[config.mk]
export PLATFORM = sky130hd
export DESIGN_NAME = pwm_startup_stretch_unit
export DESIGN_NICKNAME = d
export VERILOG_FILES = /design/src/sv/pss_pkg.sv /design/src/sv/pss_cfg_regs.sv /design/src/sv/pss_core.sv /design/src/sv/pwm_startup_stretch_unit.sv
export SDC_FILE = /design/constraint.sdc
export NUM_CORES = 1
export LEC_CHECK = 0
export BUFFER_PORTS_ARGS = -buffer_cell sky130_fd_sc_hd__buf_2
export CAP_MARGIN = 10
export CORE_ASPECT_RATIO = 1.1
export CORE_MARGIN = 1.5
export CORE_UTILIZATION = 50
export DETAILED_ROUTE_END_ITERATION = 7
export PLACE_DENSITY_LB_ADDON = 0.12
export RECOVER_POWER = 25
export SETUP_SLACK_MARGIN = 0.5
export SLEW_MARGIN = 25
export SYNTH_ARGS = -nofsm -noshare
export SYNTH_HDL_FRONTEND = slang
export SYNTH_SLANG_ARGS = --single-unit
export TNS_END_PERCENT = 5
[constraint.sdc]
create_clock -name clk -period 6.71 [get_ports clk]
set_input_delay 2.013 -clock clk [delete_from_list [all_inputs] [get_ports clk]]
set_output_delay 2.013 -clock clk [all_outputs]
set_load 0.03 [all_outputs]
[src/sv/pss_pkg.sv]
// Shared types and constants for the PWM startup stretch unit.
`default_nettype none

package pss_pkg;

  // Beat widths on the stream and configuration ports
  localparam int IN_DATA_BITS  = 24;
  localparam int OUT_DATA_BITS = 24;
  localparam int CMD_BITS      = 2;
  localparam int CHAN_BITS     = 2;
  localparam int VALUE_BITS    = 16;
  localparam int PINS_BITS     = 3;
  localparam int TICK_OUT_BITS = 16;
  localparam int CFG_IDX_BITS  = 8;
  localparam int CFG_DATA_BITS = 16;
  localparam int USE_BITS      = 2;

  // Reset values
  localparam logic [31:0]           PERIOD_RESET  = 32'd4095;
  localparam logic [USE_BITS-1:0]   USE_RESET     = 2'd3;
  localparam logic [VALUE_BITS-1:0] STARTUP_RESET = 16'd128;

  // Configuration register indexes
  localparam logic [CFG_IDX_BITS-1:0] REG_CHANNELS_IN_USE = 8'd0;
  localparam logic [CFG_IDX_BITS-1:0] REG_STARTUP_TICKS   = 8'd1;

  // Command codes
  typedef enum logic [CMD_BITS-1:0] {
    CMD_TICK       = 2'd0,
    CMD_SET_DUTY   = 2'd1,
    CMD_SET_PERIOD = 2'd2,
    CMD_SET_ENABLE = 2'd3
  } cmd_t;

  // One registered input item
  typedef struct packed {
    cmd_t                  command;
    logic [CHAN_BITS-1:0]  channel;
    logic [VALUE_BITS-1:0] value;
  } item_t;

  // One result item
  typedef struct packed {
    logic [PINS_BITS-1:0]     pin_levels;
    logic [PINS_BITS-1:0]     running_mask;
    logic                     period_end;
    logic [TICK_OUT_BITS-1:0] tick_count;
  } result_t;

  // Configuration register contents
  typedef struct packed {
    logic [USE_BITS-1:0]   channels_in_use;
    logic [VALUE_BITS-1:0] startup_ticks;
  } cfg_t;

endpackage

`default_nettype wire

[src/sv/pss_cfg_regs.sv]
// Configuration register file: channels in use and startup tick count.
`default_nettype none

module pss_cfg_regs
  import pss_pkg::*;
(
  input  wire logic                     clk,
  input  wire logic                     rst,
  input  wire logic                     cfg_valid,
  output logic                          cfg_ready,
  input  wire logic [CFG_IDX_BITS-1:0]  cfg_index,
  input  wire logic [CFG_DATA_BITS-1:0] cfg_data,
  output cfg_t                          cfg
);

  cfg_t regs;

  // Writes are always accepted; cfg_ready is tied high
  assign cfg_ready = 1'b1;
  assign cfg       = regs;

  always_ff @(posedge clk) begin
    if (rst) begin
      regs.channels_in_use <= USE_RESET;
      regs.startup_ticks   <= STARTUP_RESET;
    end else if (cfg_valid) begin
      case (cfg_index)
        REG_CHANNELS_IN_USE: regs.channels_in_use <= cfg_data[USE_BITS-1:0];
        REG_STARTUP_TICKS:   regs.startup_ticks   <= cfg_data[VALUE_BITS-1:0];
        default: ;  // unknown index: write is dropped
      endcase
    end
  end

endmodule

`default_nettype wire

[src/sv/pss_core.sv]
// PWM state: counter, double-buffered duty/period, per-channel level and mode.
`default_nettype none

module pss_core
  import pss_pkg::*;
#(
  parameter int CHANNELS   = 3,
  parameter int COUNT_BITS = 16
) (
  input  wire logic clk,
  input  wire logic rst,
  input  wire logic fire,     // item in the input register is processed now
  input  item_t     item,
  input  cfg_t      cfg,
  output result_t   result    // result of the item, from the updated state
);

  // Wide enough for both the built channel count and the channels-in-use register
  localparam int CH_BITS = ($clog2(CHANNELS + 1) > USE_BITS) ? $clog2(CHANNELS + 1) : USE_BITS;
  // Width wide enough for both a count value and the 16-bit startup ticks
  localparam int CMP_BITS = (COUNT_BITS > VALUE_BITS) ? COUNT_BITS : VALUE_BITS;

  logic [COUNT_BITS-1:0] tick_counter, tick_counter_next;
  logic [COUNT_BITS-1:0] period_active, period_active_next;
  logic [COUNT_BITS-1:0] period_pending, period_pending_next;
  logic [COUNT_BITS-1:0] duty_pending [CHANNELS];
  logic [COUNT_BITS-1:0] duty_pending_next [CHANNELS];
  logic [COUNT_BITS-1:0] compare_active [CHANNELS];
  logic [COUNT_BITS-1:0] compare_active_next [CHANNELS];
  logic [CHANNELS-1:0]   chan_running, chan_running_next;
  logic [CHANNELS-1:0]   chan_level, chan_level_next;
  logic                  block_enabled, block_enabled_next;
  logic                  period_end_next;

  logic [COUNT_BITS-1:0] val_m;
  logic [COUNT_BITS-1:0] startup_m;
  logic [CMP_BITS-1:0]   startup_w;
  logic [COUNT_BITS:0]   count_inc;
  logic [CH_BITS-1:0]    served;
  logic [CHANNELS+2:0]   level_pad, running_pad;

  assign val_m     = COUNT_BITS'(item.value);
  assign startup_m = COUNT_BITS'(cfg.startup_ticks);
  assign startup_w = CMP_BITS'(cfg.startup_ticks);
  assign count_inc = {1'b0, tick_counter} + 1'b1;

  // Channels served at a boundary, clipped to what is built
  always_comb begin
    if (CH_BITS'(cfg.channels_in_use) > CH_BITS'(CHANNELS)) begin
      served = CH_BITS'(CHANNELS);
    end else begin
      served = CH_BITS'(cfg.channels_in_use);
    end
  end

  // Next-state logic for one item
  always_comb begin
    tick_counter_next   = tick_counter;
    period_active_next  = period_active;
    period_pending_next = period_pending;
    chan_running_next   = chan_running;
    chan_level_next     = chan_level;
    block_enabled_next  = block_enabled;
    period_end_next     = 1'b0;
    for (int i = 0; i < CHANNELS; i++) begin
      duty_pending_next[i]   = duty_pending[i];
      compare_active_next[i] = compare_active[i];
    end

    case (item.command)
      CMD_TICK: begin
        if (block_enabled) begin
          if (count_inc >= {1'b0, period_active}) begin
            // Period boundary: reload pending values
            period_end_next    = 1'b1;
            tick_counter_next  = '0;
            period_active_next = period_pending;
            for (int i = 0; i < CHANNELS; i++) begin
              if (i >= int'(served) || duty_pending[i] == '0) begin
                chan_level_next[i]   = 1'b0;
                chan_running_next[i] = 1'b0;
              end else if (duty_pending[i] >= period_pending) begin
                chan_level_next[i]   = 1'b1;
                chan_running_next[i] = 1'b0;
              end else begin
                compare_active_next[i] = duty_pending[i];
                // First toggling period is stretched to the startup time
                if (!chan_running[i]) begin
                  chan_running_next[i] = 1'b1;
                  if (CMP_BITS'(duty_pending[i]) < startup_w) begin
                    compare_active_next[i] = startup_m;
                  end
                end
                chan_level_next[i] = 1'b1;
              end
            end
          end else begin
            tick_counter_next = count_inc[COUNT_BITS-1:0];
            for (int i = 0; i < CHANNELS; i++) begin
              if (chan_running[i] && compare_active[i] == count_inc[COUNT_BITS-1:0]) begin
                chan_level_next[i] = 1'b0;
              end
            end
          end
        end
      end
      CMD_SET_DUTY: begin
        // Writes to channels that are not built fall through the loop
        for (int i = 0; i < CHANNELS; i++) begin
          if (int'(item.channel) == i) begin
            duty_pending_next[i] = val_m;
          end
        end
      end
      CMD_SET_PERIOD: begin
        period_pending_next = val_m;
      end
      CMD_SET_ENABLE: begin
        if (item.value[0]) begin
          block_enabled_next = 1'b1;
        end else begin
          block_enabled_next = 1'b0;
          chan_level_next    = '0;
          chan_running_next  = '0;
        end
      end
      default: ;
    endcase
  end

  // State registers
  always_ff @(posedge clk) begin
    if (rst) begin
      tick_counter   <= '0;
      period_active  <= COUNT_BITS'(PERIOD_RESET);
      period_pending <= COUNT_BITS'(PERIOD_RESET);
      chan_running   <= '0;
      chan_level     <= '0;
      block_enabled  <= 1'b1;
      for (int i = 0; i < CHANNELS; i++) begin
        duty_pending[i]   <= '0;
        compare_active[i] <= '0;
      end
    end else if (fire) begin
      tick_counter   <= tick_counter_next;
      period_active  <= period_active_next;
      period_pending <= period_pending_next;
      chan_running   <= chan_running_next;
      chan_level     <= chan_level_next;
      block_enabled  <= block_enabled_next;
      for (int i = 0; i < CHANNELS; i++) begin
        duty_pending[i]   <= duty_pending_next[i];
        compare_active[i] <= compare_active_next[i];
      end
    end
  end

  // Result shows the first three channels only
  assign level_pad   = {3'b000, chan_level_next};
  assign running_pad = {3'b000, chan_running_next};

  assign result.pin_levels   = level_pad[PINS_BITS-1:0];
  assign result.running_mask = running_pad[PINS_BITS-1:0];
  assign result.period_end   = period_end_next;
  assign result.tick_count   = TICK_OUT_BITS'(tick_counter_next);

endmodule

`default_nettype wire

[src/sv/pwm_startup_stretch_unit.sv]
// Top level: input register, PWM core and result register.
//
//  Channel | Dir | Handshake            | Contents
//  s_*     | in  | s_tvalid / s_tready  | tuser command, tdata channel + value
//  m_*     | out | m_tvalid / m_tready  | tdata pins, running, period end, count
//  cfg_*   | in  | cfg_valid / cfg_ready| register index + write data
//
// One item per cycle while m_tready stays high; a result beat passes through the
// input register, then the result register, before it is presented.
// The PWM state update and result computation happen in the same cycle, from
// the input register.
// Synchronous reset clears the pipeline valids, the PWM state and the
// configuration registers; cfg_ready is always high.
// A stalled result register holds its beat while the input register can
// still take one more beat.
`default_nettype none

module pwm_startup_stretch_unit
  import pss_pkg::*;
#(
  parameter int CHANNELS   = 3,
  parameter int COUNT_BITS = 16
) (
  input  wire logic                     clk,
  input  wire logic                     rst,
  // Input stream
  input  wire logic                     s_tvalid,
  output logic                          s_tready,
  input  wire logic [IN_DATA_BITS-1:0]  s_tdata,   // [1:0] channel, [17:2] value
  input  wire logic [CMD_BITS-1:0]      s_tuser,   // [1:0] command
  // Result stream
  output logic                          m_tvalid,
  input  wire logic                     m_tready,
  // [2:0] pin_levels, [5:3] running_mask, [6] period_end, [22:7] tick_count
  output logic [OUT_DATA_BITS-1:0]      m_tdata,
  // Configuration writes
  input  wire logic                     cfg_valid,
  output logic                          cfg_ready,
  input  wire logic [CFG_IDX_BITS-1:0]  cfg_index,
  input  wire logic [CFG_DATA_BITS-1:0] cfg_data
);

  cfg_t    cfg;
  item_t   in_item;
  logic    in_valid;
  result_t result;
  result_t out_result;
  logic    out_valid;
  logic    advance;
  logic    fire;

  pss_cfg_regs u_cfg (
    .clk       (clk),
    .rst       (rst),
    .cfg_valid (cfg_valid),
    .cfg_ready (cfg_ready),
    .cfg_index (cfg_index),
    .cfg_data  (cfg_data),
    .cfg       (cfg)
  );

  // Pipeline moves when the result register is free or being drained
  assign advance  = !out_valid || m_tready;
  assign fire     = in_valid && advance;
  assign s_tready = !in_valid || advance;

  // Input register
  always_ff @(posedge clk) begin
    if (rst) begin
      in_valid <= 1'b0;
    end else if (s_tready) begin
      in_valid <= s_tvalid;
    end
    if (s_tvalid && s_tready) begin
      in_item.command <= cmd_t'(s_tuser);
      in_item.channel <= s_tdata[CHAN_BITS-1:0];
      in_item.value   <= s_tdata[CHAN_BITS +: VALUE_BITS];
    end
  end

  pss_core #(
    .CHANNELS   (CHANNELS),
    .COUNT_BITS (COUNT_BITS)
  ) u_core (
    .clk    (clk),
    .rst    (rst),
    .fire   (fire),
    .item   (in_item),
    .cfg    (cfg),
    .result (result)
  );

  // Result register
  always_ff @(posedge clk) begin
    if (rst) begin
      out_valid <= 1'b0;
    end else if (advance) begin
      out_valid <= in_valid;
    end
    if (fire) begin
      out_result <= result;
    end
  end

  assign m_tvalid = out_valid;
  assign m_tdata  = OUT_DATA_BITS'({out_result.tick_count, out_result.period_end,
                                    out_result.running_mask, out_result.pin_levels});

endmodule

`default_nettype wire

* Word-level counts from Yosys, hierarchy flattened *
Memories as Yosys holds them, arrays and structs flattened.
Index checks and enable logic that the tools add are counted.

storage, ports and cells
  bits in registers = 118
  RAM bits = 96
  input port bits = 55
  output and inout bits = 27
  word-level logic and storage cells = 126
  memories kept = 2

memories
  memory                 depth  width  read ports  clocked after Yosys merged registers in  wr ports  line            source
  u_core.compare_active  3      16     3           0                                        3         pss_core.sv:28  logic [COUNT_BITS-1:0] compare_active [CHANNELS];
  u_core.duty_pending    3      16     3           0                                        3         pss_core.sv:26  logic [COUNT_BITS-1:0] duty_pending [CHANNELS];

operators by class
  add/sub/neg operators = 1
  $lt $le $gt $ge = 11
  equality and inequality tests = 9
  mux-type cells = 56
  bitwise gates (word level) = 6
  reductions and logical operators = 24

operators with widths
  operator               count
  $mux 16                24
  $mux 48                4
  $eq 16x16->1           3
  $ge 16x16->1           3
  $logic_not 16->1       3
  $lt 16x16->1           3
  $mux 1                 19
  $mux 3                 6
  $add 16x1->17 const B  1
  $ge 17x16->1           1
  $pmux 3 s2             2
  $reduce_and 2->1       5
  $eq 2x2->1 const B     4
  $eq 8x1->1 const B     1
  $logic_not 8->1        1
  $or 1x1->1             6
  $logic_and 1x1->1      5
  $logic_or 1x1->1       5
  $ge 1x2->1 const A     2
  $logic_not 2->1        2
  $reduce_and 4->1       1
  $eq 2x1->1 const B     1
  $ge 2x2->1 const A     1
  $gt 2x2->1 const B     1
  2 further kinds        3

* Logic depth before layout (Yosys ltp) *
An unclocked memory read counts as a cell.

  word-level depth = 10
  depth in mapped cells = 18
  depth with buffers taken out = 14

* Hierarchy *
A second synthesis with hierarchy kept.

second synthesis, totals
  cells, all modules = 1351
  area total of the unflattened synthesis = 13506.7 um^2

modules (own cells, without submodules)
  module                    instances  cells an instance  area each (um^2)  seq. area each (um^2)
  pss_core                  1          1212               11257.0           3983.8
  pwm_startup_stretch_unit  1          55                 1406.3            1331.3
  pss_cfg_regs              1          84                 843.3             360.3

* Least setup slack after synthesis *
No wires, ideal clock.

  kind = register to register
  start = register u_core.tick_counter[1] (netlist name)
  end = memory u_core.compare_active[1][0] (netlist: u_core.compare_active[0][16]) (enable)
  setup time = 0.411 ns
  arrival time = 4.558 ns
  data required time = 6.299 ns
  setup slack = 1.741 ns
  cell stages (with the launch flop) = 17
  path buffers = 3
  period minus slack after synthesis = 4.969 ns
  path through = dfxtp_1 -> ha_1 -> buf_4 -> nand3_2 -> nor4_1 -> xnor2_1 -> inv_1 -> ha_1 -> nand3_1 -> nor3_1 -> a221o_1 -> a311oi_1 -> nand2_1 -> clkbuf_1 -> clkbuf_1 -> nand2_1 -> o21ai_0

RTL lines
  what              line
  end: declaration  pss_core.sv:28

==> impl_metrics.json <==
{
  "cap_violations": 2,
  "critPathKind": "in -> reg",
  "start_util_pct": 51.0,
  "rsz0062_at_grt": "no",
  "slew_viol_final": 85,
  "hpwl_um": 28300,
  "crit_start": "m_tready",
  "drtIter0Drc": 745,
  "synth_seq_area_share_pct": 45.4,
  "ir_worst_vdd_uv": 282,
  "ant_nets": 0,
  "cp-end-kind": "register",
  "async_flop_share_pct": 0,
  "stdcell_count": 1629,
  "viasPerCell": 5.93,
  "tightest_slew_ns": 2.22,
  "yosys.area.top_type": "edfxtp_1",
  "place_congestion": 0.943,
  "synth_warnings": 0,
  "reg2reg_slack_ns": 1.38,
  "crit_required_ns": 6.94,
  "min_path_type": "reg -> reg",
  "outcome": "complete, but fails checks",
  "slew_headroom_pct": -48.2,
  "drive_gt1_share_pct": 8.95,
  "cts_resized": 0,
  "cp.arrival_ns": 5.80,
  "dr.pass1.iters": 5,
  "startpoint_type": "input port",
  "worstSetupEndpoint": "u_core.duty_pending[0][25]$_SDFFCE_PN0P_",
  "syn_inst": 1250,
  "path_clk_slew_ns": 0.06,
  "yosys-top-cells-count": "149 x nand2_1, 139 x edfxtp_1, 114 x ha_1",
  "setup_tns_ns": 0,
  "finalWorstSetupSlack_ns": 1.13,
  "setup-violations-final": 0,
  "yosys_register_bits": 214,
  "cts_max_path_buffers": 3,
  "place_ws_ns": 1.41,
  "ios": 82,
  "cts.sinks": 214,
  "cellLeakagePower_nw": 5.89,
  "diodes": 0,
  "io_buffer_count": 73,
  "netlist_area_um2": 12500,
  "skew_ns": 0.0121,
  "rows": 60,
  "reg2reg_depth": 16,
  "fmax_mhz": 179,
  "dieArea_um2": 26000,
  "crit_path_max_fanout": 52,
  "min_period_ns": 5.58,
  "postCtsHoldBufs": 0,
  "crit_top_cell": "clkbuf_1",
  "wirelength_um": 36600,
  "synth_top_area_share_pct": 33.4,
  "max_stage_delay_ns": 1.59,
  "synthTopCellsByArea": "edfxtp_1 33%, dfxtp_1 12%, ha_1 11%",
  "p_per_area_nw_per_um2": 226,
  "coreArea_um2": 24500,
  "power_mw": 3.14,
  "synth_ff_type": "edfxtp_1",
  "cts_setup_buffers": 0,
  "grt_pass1_vias": 9176,
  "die_w_um": 154,
  "reg2reg_from": "u_core.tick_counter[0]$_SDFFE_PP0P_",
  "period_share_pct": 83.1,
  "hold_viol_final": 0,
  "grt_max_degree": 53,
  "synth_edf_count": 139,
  "gr-usage-all-layers_pct": 28.5,
  "syn_nets": 1419,
  "overflow": 0,
  "r2r-end": "m_tdata[1]$_DFFE_PP_",
  "postSynthAreaPerCell_um2": 10.0,
  "vias": 9661,
  "die_h_um": 169,
  "clk_latency_ns": 0.54,
  "path_cells": "buf_2 -> nor2b_1 -> nand2b_1 -> clkbuf_1 -> inv_1 -> clkbuf_1 -> nand2_1 -> o21ai_1 -> buf_4",
  "dp_cells": 1583,
  "htreeDepth": 1,
  "cts_root_buffer": "clkbuf_16",
  "nNetsFinal": 1469,
  "cts_tree": "done",
  "antenna_found_initial": 0,
  "grt_pass1_wl_um": 55400,
  "wl_per_cell_um": 22.4,
  "drcViolationCount": 0,
  "cts_made_buffers": 25,
  "synth.most_common_cell": "nand2_1",
  "syn_to_final_growth_pct": 10.9,
  "postLayoutCoreUtil_pct": 56.5,
  "critical-path-slowest-cell": "clkbuf_1",
  "ys_types": 72,
  "violations": "capacitance limit, slew limit"
}
## through the flow
step                hold slack, ns  cell area [um^2]
floorplan                    0.436             12500
global placement             0.453             13100
detailed placement           0.455             13100
CTS                          0.463             13900
global route                 0.487             13900
finish                       0.458             13900
## per-layer routing
layer / part of all wire [%] / track usage (%) / vias up
li1: - / - / 4701
met1: 42 / 36.3 / 4580
met2: 47 / 48.4 / 301
met3: 4.4 / 2.89 / 79
met4: 6.1 / 14.8 / 0
met5: 0 / 0 / -
## critical path: cells and delay by family
kind | cells | cell delay (ns)
AO/OA/AOI/OAI | 1 | 0.57
buffers and inverters | 5 | 2.58
AND/OR/NAND/NOR | 3 | 0.56
## worst min-delay path by stage
stage	end	depth (start not counted)	start	slack (ns)
after global placement	u_core.period_active[15]$_SDFFE_PP0P_	2	u_core.period_active[15]$_SDFFE_PP0P_	0.45
after floorplan	u_core.period_active[12]$_SDFFE_PP0P_	2	u_core.period_active[12]$_SDFFE_PP0P_	0.44
final	u_core.period_active[15]$_SDFFE_PP0P_	2	u_core.period_active[15]$_SDFFE_PP0P_	0.46
after detailed placement	u_core.period_active[15]$_SDFFE_PP0P_	2	u_core.period_active[15]$_SDFFE_PP0P_	0.46
after CTS	u_core.period_active[15]$_SDFFE_PP0P_	2	u_core.period_active[15]$_SDFFE_PP0P_	0.46
after global routing	u_core.period_active[13]$_SDFFE_PP0P_	2	u_core.period_active[13]$_SDFFE_PP0P_	0.49
## logic make-up after synthesis
family / Yosys count / synth area share [%]
simple gates: 398 / 15.9
compound gates: 260 / 13.6
flops: 214 / 45.4
buf+inv: 144 / 4.66
fa+ha+maj: 114 / 11.4
mux: 68 / 5.45
xor+xnor: 50 / 3.56
other cells: 2 / 0.0600
## registers in the layout, summed over array words and instances (netlist names)
name                   count
u_core.chan_running        3
u_core.tick_counter       16
u_core.period_active      16
m_tvalid                   1
in_valid                   1
u_core.period_pending     16
u_cfg.cfg                 18
u_core.block_enabled       1
u_core.compare_active     48
in_item                   20
u_core.duty_pending       48
u_core.chan_level          3
m_tdata                   23
## area by class of cell
class / count / area, um^2
inverter: 77 / 289
tap: 310 / 388
timing repair buffer: 90 / 443
clock buffer: 36 / 729
clock inverter: 10 / 86.3
sequential: 214 / 5680
fill: 2191 / 10700
multi-input combinational: 892 / 6260
## layout by cell type, fill, tap and decap left out, types with 4 or more instances in the layout
master     count
nand2_1      149
edfxtp_1     139
ha_1         114
inv_1         77
dfxtp_1       75
mux2i_1       67
o21ai_0       62
nor2_1        54
a21oi_1       53
nand3_1       51
buf_2         48
a21o_1        40
clkbuf_1      37
xnor2_1       29
clkbuf_16     27
nand4_1       26
and3_1        23
nor4_1        21
xor2_1        20
nand2b_1      16
o211ai_1      16
a211oi_1      13
nor3_1        13
buf_4         12
o2111ai_1      8
or3_1          8
o31ai_1        7
a31oi_1        7
nor2b_1        6
o22ai_1        6
o21a_1         5
a2111oi_0      5
a22oi_1        4
nand3b_1       4
or4_1          4
o21ai_1        4
## power breakdown
group	switching [mW]	internal, mW	leakage (nW)
Sequential	0.0554	1.46	2.01
Combinational	0.183	0.106	3.48
Clock	0.546	0.795	0.398
Total	0.784	2.36	5.89
(Power assumes the default switching activity.)
